$ cat src/hw/rtl/rrts_pkg.sv
// Package: shared types and constants of the round robin task scheduler.
package rrts_pkg;

  localparam int TASK_W  = 4;
  localparam int SLICE_W = 8;
  localparam int KIND_W  = 3;
  localparam int POL_W   = 2;
  localparam int QLEN_W  = 5;

  localparam logic [SLICE_W-1:0] SLICE_RESET = 8'd10;

  localparam logic [POL_W-1:0] POLICY_NORMAL = 2'd0;
  localparam logic [POL_W-1:0] POLICY_RR     = 2'd3;

  typedef enum logic [KIND_W-1:0] {
    KIND_ENQUEUE = 3'd0,
    KIND_DEQUEUE = 3'd1,
    KIND_YIELD   = 3'd2,
    KIND_TICK    = 3'd3,
    KIND_PICK    = 3'd4,
    KIND_PREEMPT = 3'd5
  } kind_t;

  typedef enum logic [2:0] {
    ST_IDLE,
    ST_SCAN,
    ST_SLICE,
    ST_PICK,
    ST_FINISH
  } state_t;

endpackage

$ cat src/hw/rtl/round_robin_task_scheduler.sv
// Top level: round robin ready queue with per-task time slices.
//
// Input channel (in_valid / in_stall) carries one command item: enqueue,
// dequeue, yield, tick, pick or preempt check, with a task number and the
// running task's class. Each item gives exactly one result item on the
// output channel (out_valid / out_stall).
// Configuration: cfg_valid / cfg_ready writes the slice length; cfg_ready
// is always high. Write it only while the block is idle.
// Enqueue, preempt check and untaken commands go straight to the
// result; pick reads the head slot, a tick reads and rewrites the
// running task's slice counter, and dequeue, yield and a tick that
// expires on a queued task scan the queue. The queue slot memory is
// scanned one slot per cycle through its single read port. One item
// is in work at a time; in_stall is high until the result is placed
// in the output register, so the next item may be taken while that
// result waits.
// Reset empties the queue and sets every slice counter and the slice
// length to ten. While out_stall is high the result is held and a
// finished item waits for the output register to free.
module round_robin_task_scheduler
  import rrts_pkg::*;
#(
  parameter int MAX_TASKS = 16
) (
  input  logic               clk,
  input  logic               rst_n,
  input  logic               in_valid,
  output logic               in_stall,
  input  logic [KIND_W-1:0]  in_kind,
  input  logic [TASK_W-1:0]  in_task_id,
  input  logic [POL_W-1:0]   in_current_policy,
  output logic               out_valid,
  input  logic               out_stall,
  output logic [TASK_W-1:0]  out_next_task,
  output logic               out_next_valid,
  output logic               out_need_resched,
  output logic               out_op_error,
  output logic [QLEN_W-1:0]  out_queue_length,
  input  logic               cfg_valid,
  output logic               cfg_ready,
  input  logic [SLICE_W-1:0] cfg_slice_length
);

  localparam int QI_W  = $clog2(MAX_TASKS);
  localparam int CNT_W = $clog2(MAX_TASKS + 1);
  localparam logic [31:0] MAX_U = MAX_TASKS;
  localparam logic [CNT_W-1:0] CNT_MAX = CNT_W'(MAX_TASKS);

  state_t state_r, state_nxt;

  logic [TASK_W-1:0]    task_r, task_nxt;
  logic                 move_r, move_nxt;
  logic [CNT_W-1:0]     count_r, count_nxt;
  logic [MAX_TASKS-1:0] flags_r, flags_nxt;
  logic [MAX_TASKS-1:0] slice_vld_r, slice_vld_nxt;
  logic [SLICE_W-1:0]   slice_length_r, slice_length_nxt;
  logic [CNT_W-1:0]     scan_rd_r, scan_rd_nxt;
  logic                 pend_r, pend_nxt;
  logic                 found_r, found_nxt;

  logic [TASK_W-1:0]    res_task_r, res_task_nxt;
  logic                 res_valid_r, res_valid_nxt;
  logic                 res_resched_r, res_resched_nxt;
  logic                 res_err_r, res_err_nxt;

  logic                 out_valid_r, out_valid_nxt;
  logic [TASK_W-1:0]    out_task_r, out_task_nxt;
  logic                 out_nvalid_r, out_nvalid_nxt;
  logic                 out_resched_r, out_resched_nxt;
  logic                 out_err_r, out_err_nxt;
  logic [QLEN_W-1:0]    out_len_r, out_len_nxt;

  logic                 slot_we;
  logic [QI_W-1:0]      slot_wa;
  logic [TASK_W-1:0]    slot_wd;
  logic [QI_W-1:0]      slot_ra;
  logic [TASK_W-1:0]    slot_rd;

  logic                 slice_we;
  logic [SLICE_W-1:0]   slice_wd;
  logic [SLICE_W-1:0]   slice_rd;

  logic [TASK_W-1:0]    cur_task;
  logic [QI_W-1:0]      tidx;
  logic                 task_ok;
  logic                 flag_hit;
  logic [SLICE_W-1:0]   slice_cur;
  logic [SLICE_W-1:0]   slice_dec;
  logic                 slice_expired;
  logic                 issue_rd;
  logic                 scan_done;
  logic                 out_free;
  kind_t                kind_in;

  rrts_ram #(.WIDTH(TASK_W), .DEPTH(MAX_TASKS)) u_slot_ram (
    .clk     (clk),
    .wr_en   (slot_we),
    .wr_addr (slot_wa),
    .wr_data (slot_wd),
    .rd_addr (slot_ra),
    .rd_data (slot_rd)
  );

  rrts_ram #(.WIDTH(SLICE_W), .DEPTH(MAX_TASKS)) u_slice_ram (
    .clk     (clk),
    .wr_en   (slice_we),
    .wr_addr (tidx),
    .wr_data (slice_wd),
    .rd_addr (tidx),
    .rd_data (slice_rd)
  );

  assign kind_in       = kind_t'(in_kind);
  assign cur_task      = (state_r == ST_IDLE) ? in_task_id : task_r;
  assign tidx          = QI_W'(cur_task);
  assign task_ok       = {{(32-TASK_W){1'b0}}, cur_task} < MAX_U;
  assign flag_hit      = task_ok && flags_r[tidx];
  assign slice_cur     = slice_vld_r[tidx] ? slice_rd : SLICE_RESET;
  assign slice_dec     = slice_cur - 8'd1;
  assign slice_expired = (slice_dec == '0);
  assign issue_rd      = scan_rd_r < count_r;
  assign scan_done     = !issue_rd && !pend_r;
  assign out_free      = !out_valid_r || !out_stall;

  assign in_stall  = (state_r != ST_IDLE);
  assign cfg_ready = 1'b1;

  assign out_valid        = out_valid_r;
  assign out_next_task    = out_task_r;
  assign out_next_valid   = out_nvalid_r;
  assign out_need_resched = out_resched_r;
  assign out_op_error     = out_err_r;
  assign out_queue_length = out_len_r;

  // next state
  always_comb begin
    state_nxt = state_r;
    case (state_r)
      ST_IDLE: begin
        if (in_valid) begin
          case (kind_in)
            KIND_DEQUEUE, KIND_YIELD: begin
              state_nxt = flag_hit ? ST_SCAN : ST_FINISH;
            end
            KIND_TICK: begin
              state_nxt = (in_current_policy == POLICY_RR && task_ok) ? ST_SLICE : ST_FINISH;
            end
            KIND_PICK: begin
              state_nxt = (count_r != '0) ? ST_PICK : ST_FINISH;
            end
            default: begin
              state_nxt = ST_FINISH;
            end
          endcase
        end
      end
      ST_SCAN: begin
        if (scan_done) begin
          state_nxt = ST_FINISH;
        end
      end
      ST_SLICE: begin
        state_nxt = (slice_expired && flag_hit) ? ST_SCAN : ST_FINISH;
      end
      ST_PICK: begin
        state_nxt = ST_FINISH;
      end
      ST_FINISH: begin
        if (out_free) begin
          state_nxt = ST_IDLE;
        end
      end
      default: begin
        state_nxt = ST_IDLE;
      end
    endcase
  end

  // datapath and memory control
  always_comb begin
    task_nxt         = task_r;
    move_nxt         = move_r;
    count_nxt        = count_r;
    flags_nxt        = flags_r;
    slice_vld_nxt    = slice_vld_r;
    slice_length_nxt = cfg_valid ? cfg_slice_length : slice_length_r;
    scan_rd_nxt      = scan_rd_r;
    pend_nxt         = pend_r;
    found_nxt        = found_r;
    res_task_nxt     = res_task_r;
    res_valid_nxt    = res_valid_r;
    res_resched_nxt  = res_resched_r;
    res_err_nxt      = res_err_r;
    out_valid_nxt    = out_valid_r && out_stall;
    out_task_nxt     = out_task_r;
    out_nvalid_nxt   = out_nvalid_r;
    out_resched_nxt  = out_resched_r;
    out_err_nxt      = out_err_r;
    out_len_nxt      = out_len_r;
    slot_we          = 1'b0;
    slot_wa          = '0;
    slot_wd          = cur_task;
    slot_ra          = '0;
    slice_we         = 1'b0;
    slice_wd         = slice_dec;

    case (state_r)
      ST_IDLE: begin
        if (in_valid) begin
          task_nxt        = in_task_id;
          res_task_nxt    = '0;
          res_valid_nxt   = 1'b0;
          res_resched_nxt = 1'b0;
          res_err_nxt     = 1'b0;
          move_nxt        = (kind_in != KIND_DEQUEUE);
          scan_rd_nxt     = '0;
          pend_nxt        = 1'b0;
          found_nxt       = 1'b0;
          case (kind_in)
            KIND_ENQUEUE: begin
              if (!task_ok || flags_r[tidx] || count_r >= CNT_MAX) begin
                res_err_nxt = 1'b1;
              end else begin
                slot_we         = 1'b1;
                slot_wa         = QI_W'(count_r);
                count_nxt       = count_r + 1'b1;
                flags_nxt[tidx] = 1'b1;
              end
            end
            KIND_DEQUEUE: begin
              if (!flag_hit) begin
                res_err_nxt = 1'b1;
              end else begin
                flags_nxt[tidx] = 1'b0;
              end
            end
            KIND_PREEMPT: begin
              res_resched_nxt = (in_current_policy == POLICY_NORMAL);
            end
            default: begin
            end
          endcase
        end
      end
      ST_SCAN: begin
        slot_ra = QI_W'(scan_rd_r);
        if (issue_rd) begin
          scan_rd_nxt = scan_rd_r + 1'b1;
          pend_nxt    = 1'b1;
        end else begin
          pend_nxt = 1'b0;
        end
        if (pend_r) begin
          if (found_r) begin
            // close the gap: slot read at scan_rd-1 goes one place down
            slot_we = 1'b1;
            slot_wa = QI_W'(scan_rd_r - CNT_W'(2));
            slot_wd = slot_rd;
          end else if (slot_rd == task_r) begin
            found_nxt = 1'b1;
          end
        end
        if (scan_done) begin
          if (move_r) begin
            slot_we = 1'b1;
            slot_wa = QI_W'(count_r - 1'b1);
            slot_wd = task_r;
          end else begin
            count_nxt = count_r - 1'b1;
          end
        end
      end
      ST_SLICE: begin
        slice_we            = 1'b1;
        slice_vld_nxt[tidx] = 1'b1;
        move_nxt            = 1'b1;
        if (slice_expired) begin
          slice_wd        = slice_length_r;
          res_resched_nxt = 1'b1;
        end
      end
      ST_PICK: begin
        res_task_nxt  = slot_rd;
        res_valid_nxt = 1'b1;
      end
      ST_FINISH: begin
        if (out_free) begin
          out_valid_nxt   = 1'b1;
          out_task_nxt    = res_task_r;
          out_nvalid_nxt  = res_valid_r;
          out_resched_nxt = res_resched_r;
          out_err_nxt     = res_err_r;
          out_len_nxt     = QLEN_W'(count_r);
        end
      end
      default: begin
      end
    endcase
  end

  always_ff @(posedge clk) begin
    if (!rst_n) begin
      state_r        <= ST_IDLE;
      count_r        <= '0;
      flags_r        <= '0;
      slice_vld_r    <= '0;
      slice_length_r <= SLICE_RESET;
      scan_rd_r      <= '0;
      pend_r         <= 1'b0;
      found_r        <= 1'b0;
      move_r         <= 1'b0;
      out_valid_r    <= 1'b0;
    end else begin
      state_r        <= state_nxt;
      count_r        <= count_nxt;
      flags_r        <= flags_nxt;
      slice_vld_r    <= slice_vld_nxt;
      slice_length_r <= slice_length_nxt;
      scan_rd_r      <= scan_rd_nxt;
      pend_r         <= pend_nxt;
      found_r        <= found_nxt;
      move_r         <= move_nxt;
      out_valid_r    <= out_valid_nxt;
    end
  end

  always_ff @(posedge clk) begin
    task_r        <= task_nxt;
    res_task_r    <= res_task_nxt;
    res_valid_r   <= res_valid_nxt;
    res_resched_r <= res_resched_nxt;
    res_err_r     <= res_err_nxt;
    out_task_r    <= out_task_nxt;
    out_nvalid_r  <= out_nvalid_nxt;
    out_resched_r <= out_resched_nxt;
    out_err_r     <= out_err_nxt;
    out_len_r     <= out_len_nxt;
  end

endmodule

$ cat src/hw/rtl/rrts_ram.sv
// Generic simple dual-port RAM with registered read.
module rrts_ram #(
  parameter int WIDTH = 8,
  parameter int DEPTH = 16
) (
  input  logic                     clk,
  input  logic                     wr_en,
  input  logic [$clog2(DEPTH)-1:0] wr_addr,
  input  logic [WIDTH-1:0]         wr_data,
  input  logic [$clog2(DEPTH)-1:0] rd_addr,
  output logic [WIDTH-1:0]         rd_data
);

  logic [WIDTH-1:0] mem [DEPTH];
  logic [WIDTH-1:0] rd_data_r;

  always_ff @(posedge clk) begin
    if (wr_en) begin
      mem[wr_addr] <= wr_data;
    end
    rd_data_r <= mem[rd_addr];
  end

  assign rd_data = rd_data_r;

endmodule
$ cat config.mk
export PLATFORM = sky130hd
export DESIGN_NAME = round_robin_task_scheduler
export DESIGN_NICKNAME = d
export VERILOG_FILES = /design/src/hw/rtl/rrts_pkg.sv /design/src/hw/rtl/round_robin_task_scheduler.sv /design/src/hw/rtl/rrts_ram.sv
export SDC_FILE = /design/constraint.sdc
export NUM_CORES = 1
export LEC_CHECK = 0
export BUFFER_PORTS_ARGS = -buffer_cell sky130_fd_sc_hd__buf_2
export CORE_ASPECT_RATIO = 1.2
export CORE_MARGIN = 2
export CORE_UTILIZATION = 62
export DETAILED_ROUTE_END_ITERATION = 8
export GPL_TIMING_DRIVEN = 0
export PLACE_DENSITY_LB_ADDON = 0.25
export SLEW_MARGIN = 10
export SYNTH_ARGS = -nofsm -noshare
export SYNTH_HDL_FRONTEND = slang
export SYNTH_SLANG_ARGS = --single-unit
$ cat constraint.sdc
create_clock -name clk -period 4.5 [get_ports clk]
set_input_delay 0.45 -clock clk [delete_from_list [all_inputs] [get_ports clk]]
set_output_delay 0.45 -clock clk [all_outputs]
set_load 0.005 [all_outputs]
==> results.md, run 1 <==
- Vias in the first global route: 8855
- Worst slack, placed: -0.385 ns
- Pin count of the biggest net entering global routing: 17
- Die width: 133 um
- Final global-route overflow total: 0
- Vias/cell: 6.32
- Die Height: 159 um
- Post-Synthesis Mean Instance Area: 11.5 um2
- Logic pwr share: 13.3%
- Simple-Gate Fraction of Synth Area: 16.4%
- Global-route wire length before repair: 48.1 mm
- Synth Register Bits: 284
- CTS buffer count: 27
- Sw frac: 25.5%
- Area of the multi-input gates: 0.00433 mm2
- Warning count from the yosys run: 0
- Post-layout net count: 1181
- Minimum clock period after layout: 4.40 ns
- Proportion of synthesized area in mux cells: 4.89%
- Post-Synth Adder-Cell Area: 1.11%
- Max incr delay on CP: 0.55 ns
- Initial Util: 63.4%
- Post-Syn Instances: 1079
- Worst Tran Pin Value: 1.21 ns
- Worst-Skew Late Latency: 0.53 ns
- Min-Delay Path Depth: 1
- Share of layout cells above drive strength 1: 10.2%
- Nature of the critical path endpoint: register
- Reg area: 0.00784 mm2
- Critical Path RT: 4.75 ns
- Reg power frac: 50.6%
- Final Hold Vio Count: 0
- Max cap viols: 0
- Final std cells w/o fill: 1428
- Fin worst setup slack: 0.0997 ns
- Pins over their slew limit: 0
- IO Pins: 37
- DR pass1 iterations: 5
- Initial antenna violation count: 1
- Max Buffers Root-to-Sink: 3
- Routed WL per cell: 22.0 um
- Sw power: 1.51 mW
- Maximum clock frequency: 227 MHz
- Hpwl dp: 21.9 mm
- Initial DRC Count: 1023
- Clk sink count: 284
- Buffers on Ports: 31
- Mapped Area: 0.0124 mm2
- Clock slew at reported path FFs: 0.06 ns
- Detail Route Antenna Nets: 0
- Row cnt: 56
- Post-synth ARST share: 0%
- Core Box Area: 0.0196 mm2
- Root buf cell: clkbuf_16
- Commonest non-fill, non-tap cell in the layout: edfxtp_1
- Synth Area in Compound Gates: 10.3%
- Layout overhead on the synthesized area: 11.8%
- Leading cell types in the layout, fill and taps excluded: edfxtp_1 (215), nand2_1 (207), dfxtp_1 (69), nor2_1 (62), clkbuf_1 (57)
- Die area: 0.0212 mm2
- Post-synth net total: 1112
- All-Layer GR Usage: 29.4%
- Worst path slowest cell: or4b_4
- P_leak: 4.78 nW
- H-tree depth: 1
- Wirelength, routed: 31.4 mm
- Placed cells: 1378
- Maximum net fanout on the critical path: 10
- Largest family of logic cells by synthesized area: simple AND/OR/NAND/NOR gates
- WS Path Type: register to register
- CTS tree: built
- Crit share post-route: 97.8%
- Clock power frac: 36.1%
- Startpoint types: register
- Synth Flop Type: edfxtp_1
- Via count: 9019
- Sequential cell area fraction in the yosys report: 63.0%
- Int Pwr: 4.41 mW
- Count of cell types in the netlist: 64
- R2R cell count: 17
- Max IR drop VDD: 0.000428 V
- Worst hold margin: 0.124 ns
- Setup-failing EPs final: 0
- Worst EP arrival: 4.65 ns
- Synth Area in XOR/XNOR: 1.48%
- Routability congestion estimate from global placement: 0.940
- Status: completed
- Crit-path cells: or4b_4 > nand2_1 > buf_2 > buf_2 > nand3_1 > a32oi_1 > o211ai_1 > buf_4 > clkinvlp_4 > nor2_2 > ha_1 > xor2_1 > nor3_1 > and4_1 > and4_1 > buf_4 > mux2_4
- Worst clock skew: 0.0187 ns
- EDFF count, synth: 215
- DRC: 0
- # fillers: 1388
- Relative slew slack: 18.6%
- PwrDens: 426 mW/mm2
- HP Class: input port to register
## registers in the layout, summed over array words and instances (netlist names), 4 cells and up, named ones only
| name | cells |
|---|---|
| scan_rd_r | 5 |
| count_r | 5 |
| u_slice_ram.rd_data | 8 |
| slice_vld_r | 16 |
| task_r | 4 |
| u_slice_ram.mem | 128 |
| out_queue_length | 5 |
| res_task_r | 4 |
| slice_length_r | 8 |
| out_next_task | 4 |
| u_slot_ram.mem | 64 |
| u_slot_ram.rd_data | 4 |
## timing repair
| action | 4_1_cts | 5_1_grt |
|---|---|---|
| hold buffers | 0 | 0 |
| gates resized for setup | 6 | 15 |
| buffers inserted | 1 | 1 |
| pin swaps | 1 | 0 |
| gates cloned | 0 | 1 |
| hold endpoints to repair | 0 | 0 |
| endpoints found under the setup margin | 110 | 110 |
## cells in the mapped netlist, types with 13 or more instances
cell type / number / area [um2]
o21a_1: 17 / 128
inv_1: 19 / 71.3
dfxtp_1: 69 / 1380
a211oi_1: 14 / 105
o21ai_0: 24 / 120
nor3_1: 25 / 125
and3_1: 42 / 263
nand2_1: 209 / 785
edfxtp_1: 215 / 6460
a31oi_1: 27 / 169
nand3_1: 35 / 175
a21oi_1: 16 / 80.1
mux2i_1: 36 / 360
clkbuf_1: 53 / 199
a311oi_1: 20 / 175
nor2_1: 64 / 240
nor2b_1: 13 / 81.3
## metrics by stage
step	util (%)	instance area, um2	TNS [ns]	total power, mW
floorplan	-	12400	0	3.48
global placement	65.9	12900	-67.52	3.74
detailed placement	66.2	13000	-30.07	3.78
CTS	70.6	13800	0	5.89
global route	70.9	13900	-0.0750	6.09
finish	70.9	13900	0	5.92
## kinds of logic (layout without fill, tap and decap cells)
family | Yosys count | count (layout)
AO/OA/AOI/OAI | 182 | 182
adder cells (fa/ha/maj) | 11 | 11
XOR/XNOR | 21 | 21
AND/OR/NAND/NOR | 441 | 441
flip-flops | 284 | 284
buffers and inverters | 90 | 176
other | 1 | 2
multiplexers | 49 | 50
## layout make-up
class	count	share of cell area, %
diodes	1	0.0180
plain buffers	69	2.00
clock buffers	35	5.15
clock inverters	12	0.729
inverters	20	0.567
multi-input cells	706	31.1
flip-flops and latches	284	56.3
well taps	261	2.35
repair buffers	40	1.71
## final timing paths
kind	end	slack (ns)	startpoint
max	u_slice_ram.mem[4][0]	0.1	state_r[1]
min	task_r[0]	0.12	in_task_id[0]
max reg2reg	u_slice_ram.mem[4][0]	0.1	state_r[1]
min reg2reg	out_need_resched	0.43	res_resched_r
## routing by layer
layer / GRT usage, % / share of wire, % / vias up
met5: 0 / 0 / -
met4: 15.4 / 5.7 / 0
met3: 4.17 / 6.7 / 109
met2: 53.8 / 53 / 453
met1: 32.9 / 35 / 4336
li1: - / - / 4121
## critical path, delay by kind of cell (launching register included)
kind / cells / cell delay, ns
fa+ha+maj: 1 / 0.22
xor+xnor: 1 / 0.15
simple gates: 7 / 1.47
mux: 1 / 0.40
flops: 1 / 0.38
compound gates: 2 / 0.40
buf+inv: 5 / 1.09
## power by group through the flow
| stage | registers (mW) | clock network (mW) | logic (mW) |
|---|---|---|---|
| 4_1_cts | 2.99 | 2.15 | 0.753 |
| 3_5_place_dp | 3.05 | 0 | 0.734 |
| 3_3_place_gp | 3.05 | 0 | 0.692 |
| 6_report | 3.00 | 2.14 | 0.788 |
| 2_1_floorplan | 3.04 | 0 | 0.447 |
| 5_1_grt | 3.00 | 2.26 | 0.838 |
Note: power is estimated with default switching activity, not from simulation.
==> inputs of run 2 (changes only) <==
CELL_PAD_IN_SITES_DETAIL_PLACEMENT = 0   (was unset)
CELL_PAD_IN_SITES_GLOBAL_PLACEMENT = 2   (was unset)
CORE_UTILIZATION = 43   (was 62)
==> run 2 against run 1 <==
Compared with the run above: flip-flop and latch count unchanged; sequential share of layout area down 1.2 points; sequential power barely moved; utilization fell by 21 points; setup slack improved by 0.11 ns; clock skew is 0.0069 ns lower; first-iteration DRC count shrank 43%; clock-buffer cell count increased by 1; cell count up 9.4%; largest cell class unchanged.
==> results.md, run 2 (synthesis results as in run 1) <==
- Status: completed
- Max IR drop VDD: 0.000300 V
- Worst-Skew Late Latency: 0.56 ns
- Max cap viols: 0
- Critical Path RT: 4.78 ns
- Top Registers: u_slice_ram.mem x128, u_slot_ram.mem x64, slice_vld_r x16
- Biggest register: u_slice_ram.mem
- DRC: 0
- Maximum clock frequency: 233 MHz
- Worst clock skew: 0.0118 ns
- Clock slew at reported path FFs: 0.06 ns
- Routability congestion estimate from global placement: 0.812
- Die Height: 190 um
- Clk sink count: 284
- Detail Route Antenna Nets: 0
- Worst Tran Pin Value: 1.24 ns
- Final global-route overflow total: 0
- Via count: 8492
- Buffers on Ports: 31
- DR pass1 iterations: 5
- Share of layout cells above drive strength 1: 11.6%
- Vias/cell: 5.44
- Worst flop-to-flop path startpoint: state_r[0]
- Initial antenna violation count: 1
- CTS Hold Buffers Added: 0
- Minimum clock period after layout: 4.29 ns
- Pins over their slew limit: 0
- Nature of the critical path endpoint: register
- Global-route wire length before repair: 51.6 mm
- CTS buffer count: 29
- Worst Setup SP: state_r[0]
- Wirelength, routed: 33.7 mm
- Max Buffers Root-to-Sink: 3
- Pin count of the biggest net entering global routing: 17
- Initial Util: 43.5%
- WS Path Type: register to register
- Largest register FFs: 128
- R2R cell count: 16
- Die area: 0.0303 mm2
- Row cnt: 68
- # fillers: 2649
- IO Pins: 37
- Commonest non-fill, non-tap cell in the layout: edfxtp_1
- Relative slew slack: 16.4%
- Routed WL per cell: 21.5 um
- Leading cell types in the layout, fill and taps excluded: edfxtp_1 (215), nand2_1 (207), dfxtp_1 (69), nor2_1 (63), clkbuf_1 (56)
- Vias in the first global route: 8496
- Die width: 159 um
- Root buf cell: clkbuf_16
- Setup-failing EPs final: 0
- Startpoint types: register
- Worst EP arrival: 4.57 ns
- Initial DRC Count: 580
- Core Box Area: 0.0286 mm2
- Placed Area: 0.0132 mm2
- Crit path to: u_slice_ram.mem[13][0]
- Flop2flop setup slack: 0.21 ns
- Crit share post-route: 95.3%
- CTS tree: built
- Design area: 0.0142 mm2
- PwrDens: 430 mW/mm2
- Worst hold margin: 0.0919 ns
- Hpwl dp: 24.2 mm
- H-tree depth: 1
- Reg2Reg Capture Point: u_slice_ram.mem[13][0]
- P_leak: 4.84 nW
- Layout overhead on the synthesized area: 14.3%
- All-Layer GR Usage: 22.2%
- Hold Startpoint: in_task_id[0]
- Unrepaired setup endpoints after global routing: yes
- HP Class: input port to register
- Post-layout net count: 1186
- Final Hold Vio Count: 0
- Maximum net fanout on the critical path: 10
run 2: final cells by class:
type / count / area, um2 / share of cell area [%]
clock buffers: 36 / 752 / 5.29
diodes: 1 / 2.50 / 0.0176
flip-flops and latches: 284 / 7840 / 55.1
repair buffers: 43 / 264 / 1.86
plain buffers: 69 / 288 / 2.02
well taps: 385 / 482 / 3.39
inverters: 20 / 78.8 / 0.554
clock inverters: 18 / 156 / 1.10
multi-input cells: 706 / 4360 / 30.7
run 2: routing by layer:
layer  vias up  share of wire, %  wire (um)  GRT usage (%)
li1       4142                 -          -              -
met1      4149                40      13600           26.1
met2       154                54      18200           42.7
met3        47               3.4       1150           2.59
met4         0               2.2        757           5.84
met5         -                 0          0              0
run 2: worst min-delay path by stage:
stage	endpoint	slack [ns]	depth (start not counted)
2_1_floorplan	out_need_resched	0.40	0
3_3_place_gp	out_next_task[2]	0.40	0
3_5_place_dp	out_next_task[2]	0.41	0
4_1_cts	task_r[0]	0.08	1
5_1_grt	task_r[0]	0.09	1
6_report	task_r[0]	0.09	1
run 2: timing repair:
action	in CTS	in global routing
endpoints found under the setup margin	130	125
gates cloned	0	1
resized for setup	10	18
buffers inserted	4	1
pin swaps	1	0
run 2: where the power goes:
part | switching (mW) | internal, mW
registers | 0.0422 | 2.95
logic | 0.563 | 0.244
clock network | 1.01 | 1.31
total | 1.62 | 4.50
run 2: critical path, cell delays in order, from the launching register on:
cell        delay [ns]
dfxtp_1           0.33
buf_2             0.20
or4b_2            0.79
nand2_4           0.13
nand2_1           0.06
a22o_1            0.20
o211ai_1          0.17
buf_4             0.18
clkinvlp_4        0.18
nor2_1            0.19
ha_2              0.24
xor2_1            0.07
nor3_1            0.12
and4_2            0.32
and4_1            0.21
buf_6             0.18
mux2_2            0.44
run 2: per-stage QoR:
step	setup TNS (ns)	worst slack (ns)	util (%)	power (mW)	std cells
final	0	0.209	49.8	6.12	1562
after global routing	-0.0110	-0.00460	49.7	6.34	1561
after CTS	0	0.00202	49.5	6.15	1559
after detailed placement	-62.82	-0.747	46.0	3.82	1501
after global placement	-114.06	-1.59	45.8	3.79	1495
after floorplan	0	0.387	-	3.48	1079
==> inputs of run 3 (changes only) <==
CORE_UTILIZATION = 46   (was 43)
clock period = 4.95 ns   (was 4.5 ns; I/O delays follow)
==> run 3 against run 2 <==
Compared with the run above: via count grew 1.3%; setup slack gained 0.11 ns; non-clock buffer count is the same; cell area shrank 1.4%; utilization grew 3.3 points; global-route usage grew 1.7 points; critical endpoint is now u_slice_ram.mem[6][0]; combinational power shrank 13%; largest power group unchanged; critical path depth grew 1.
==> results.md, run 3 (synthesis results as in run 1) <==
- Pin count of the biggest net entering global routing: 17
- H-tree depth: 1
- Die Height: 184 um
- Core Box Area: 0.0264 mm2
- Startpoint types: register
- Design Power: 5.50 mW
- Commonest non-fill, non-tap cell in the layout: edfxtp_1
- Worst EP arrival: 4.86 ns
- Worst Tran Pin Value: 1.23 ns
- Nature of the critical path endpoint: register
- Status: completed
- Critical Path RT: 5.18 ns
- Global-route wire length before repair: 51.2 mm
- Max IR drop VDD: 0.000295 V
- Initial antenna violation count: 1
- Reg2Reg Capture Point: u_slice_ram.mem[6][0]
- Hold Startpoint: in_task_id[0]
- Worst flop-to-flop path startpoint: state_r[0]
- Clk sink count: 284
- Worst clock skew: 0.0104 ns
- DRC: 0
- Setup-failing EPs final: 0
- Share of layout cells above drive strength 1: 10.2%
- Max cap viols: 0
- All-Layer GR Usage: 23.9%
- Die width: 154 um
- Flop2flop setup slack: 0.31 ns
- Crit share post-route: 93.6%
- CTS Hold Buffers Added: 0
- HP Class: input port to register
- Initial Util: 47.1%
- Leading cell types in the layout, fill and taps excluded: edfxtp_1 (215), nand2_1 (208), dfxtp_1 (69), nor2_1 (64), clkbuf_1 (59)
- Unrepaired setup endpoints after global routing: yes
- Post-layout net count: 1184
- Max incr delay on CP: 0.69 ns
- Worst path slowest cell: or4b_2
- Maximum net fanout on the critical path: 16
- Wirelength, routed: 33.6 mm
- Buffers on Ports: 31
- PwrDens: 392 mW/mm2
- Fin worst setup slack: 0.315 ns
- Top Registers: u_slice_ram.mem x128, u_slot_ram.mem x64, slice_vld_r x16
- Max Buffers Root-to-Sink: 3
- CTS tree: built
- Vias in the first global route: 8573
- Maximum clock frequency: 216 MHz
- Detail Route Antenna Nets: 0
- Layout overhead on the synthesized area: 12.7%
- DR pass1 iterations: 5
- CTS buffer count: 28
- Pins over their slew limit: 0
- Die area: 0.0284 mm2
- Relative slew slack: 17.4%
- Setup tns final: 0 ns
- Row cnt: 65
- Routed WL per cell: 22.3 um
- Clock slew at reported path FFs: 0.06 ns
- Final Hold Vio Count: 0
- Routability congestion estimate from global placement: 0.837
- Root buf cell: clkbuf_16
- Min-Delay Path Depth: 1
- Hpwl dp: 24.3 mm
- Worst-Skew Late Latency: 0.55 ns
- WS Path Type: register to register
- Initial DRC Count: 512
- Worst Setup SP: state_r[0]
- Post-layout util: 53.1%
- Vias/cell: 5.71
- Biggest register: u_slice_ram.mem
- R2R cell count: 17
- P_leak: 4.81 nW
- IO Pins: 37
- Via count: 8605
- Minimum clock period after layout: 4.64 ns
- Worst slack, placed: -0.115 ns
- Hold endpoint: task_r[0]
- Final global-route overflow total: 0
- Crit-path cells: buf_2 > or4b_2 > clkbuf_1 > nand2_2 > nand2_1 > a22o_1 > o211ai_1 > buf_4 > inv_1 > nor2_1 > ha_1 > xor2_1 > nor3_1 > and4_1 > and4_1 > buf_2 > mux2_2
- Antenna Cells: 0
- Largest register FFs: 128
run 3: where the power goes:
| group | switching, mW | internal [mW] | total [mW] |
|---|---|---|---|
| sequential | 0.0375 | 2.68 | 2.72 |
| clock | 0.900 | 1.18 | 2.08 |
| combinational | 0.497 | 0.204 | 0.701 |
run 3: worst max-delay path, delay by kind of cell (launching register included):
kind                       cells  cell delay, ns
adders and majority gates      1            0.24
buffers and inverters          5            0.90
muxes                          1            0.55
DFF                            1            0.33
and+or+nand+nor                7            1.81
AOI/OAI and AO/OA              2            0.36
xor gates and xnor gates       1            0.09
run 3: area by class of cell:
cell class                 instances  area, um2
clock inverter                    15        136
multi-input combinational        705       4280
timing repair buffer              42        249
tap                              335        419
inverter                          20       75.1
clock buffer                      37        754
buffer                            70        278
fill                            2324      12400
sequential                       284       7840
run 3: per-layer routing:
layer	GRT usage, %	wire [um]
met2	45.3	17900
met4	7.48	911
met1	28.3	13500
met5	0	11
met3	2.75	1200
run 3: timing repair:
item,4_1_cts,5_1_grt
setup buffers,2,0
pin swaps,1,0
gates cloned,0,0
endpoints found under the setup margin,64,80
hold endpoints to repair,0,0
gates resized for setup,0,4
run 3: stage by stage:
stage	instance area [um2]	hold slack (ns)	cells
detailed placement	13100	0.405	1454
floorplan	12400	0.400	1079
global placement	13000	0.405	1445
CTS	14000	0.141	1508
global route	14000	0.152	1508
finish	14000	0.150	1508
run 3: worst max-delay path by stage:
stage	end	slack (ns)	cells after the start
finish	u_slice_ram.mem[6][0]	0.31	17
global route	u_slice_ram.mem[1][6]	-0.04	19
CTS	u_slice_ram.mem[11][0]	0.19	17
detailed placement	u_slice_ram.mem[2][0]	-0.11	16
global placement	u_slice_ram.mem[3][1]	-0.91	16
floorplan	u_slice_ram.mem[0][1]	0.84	16
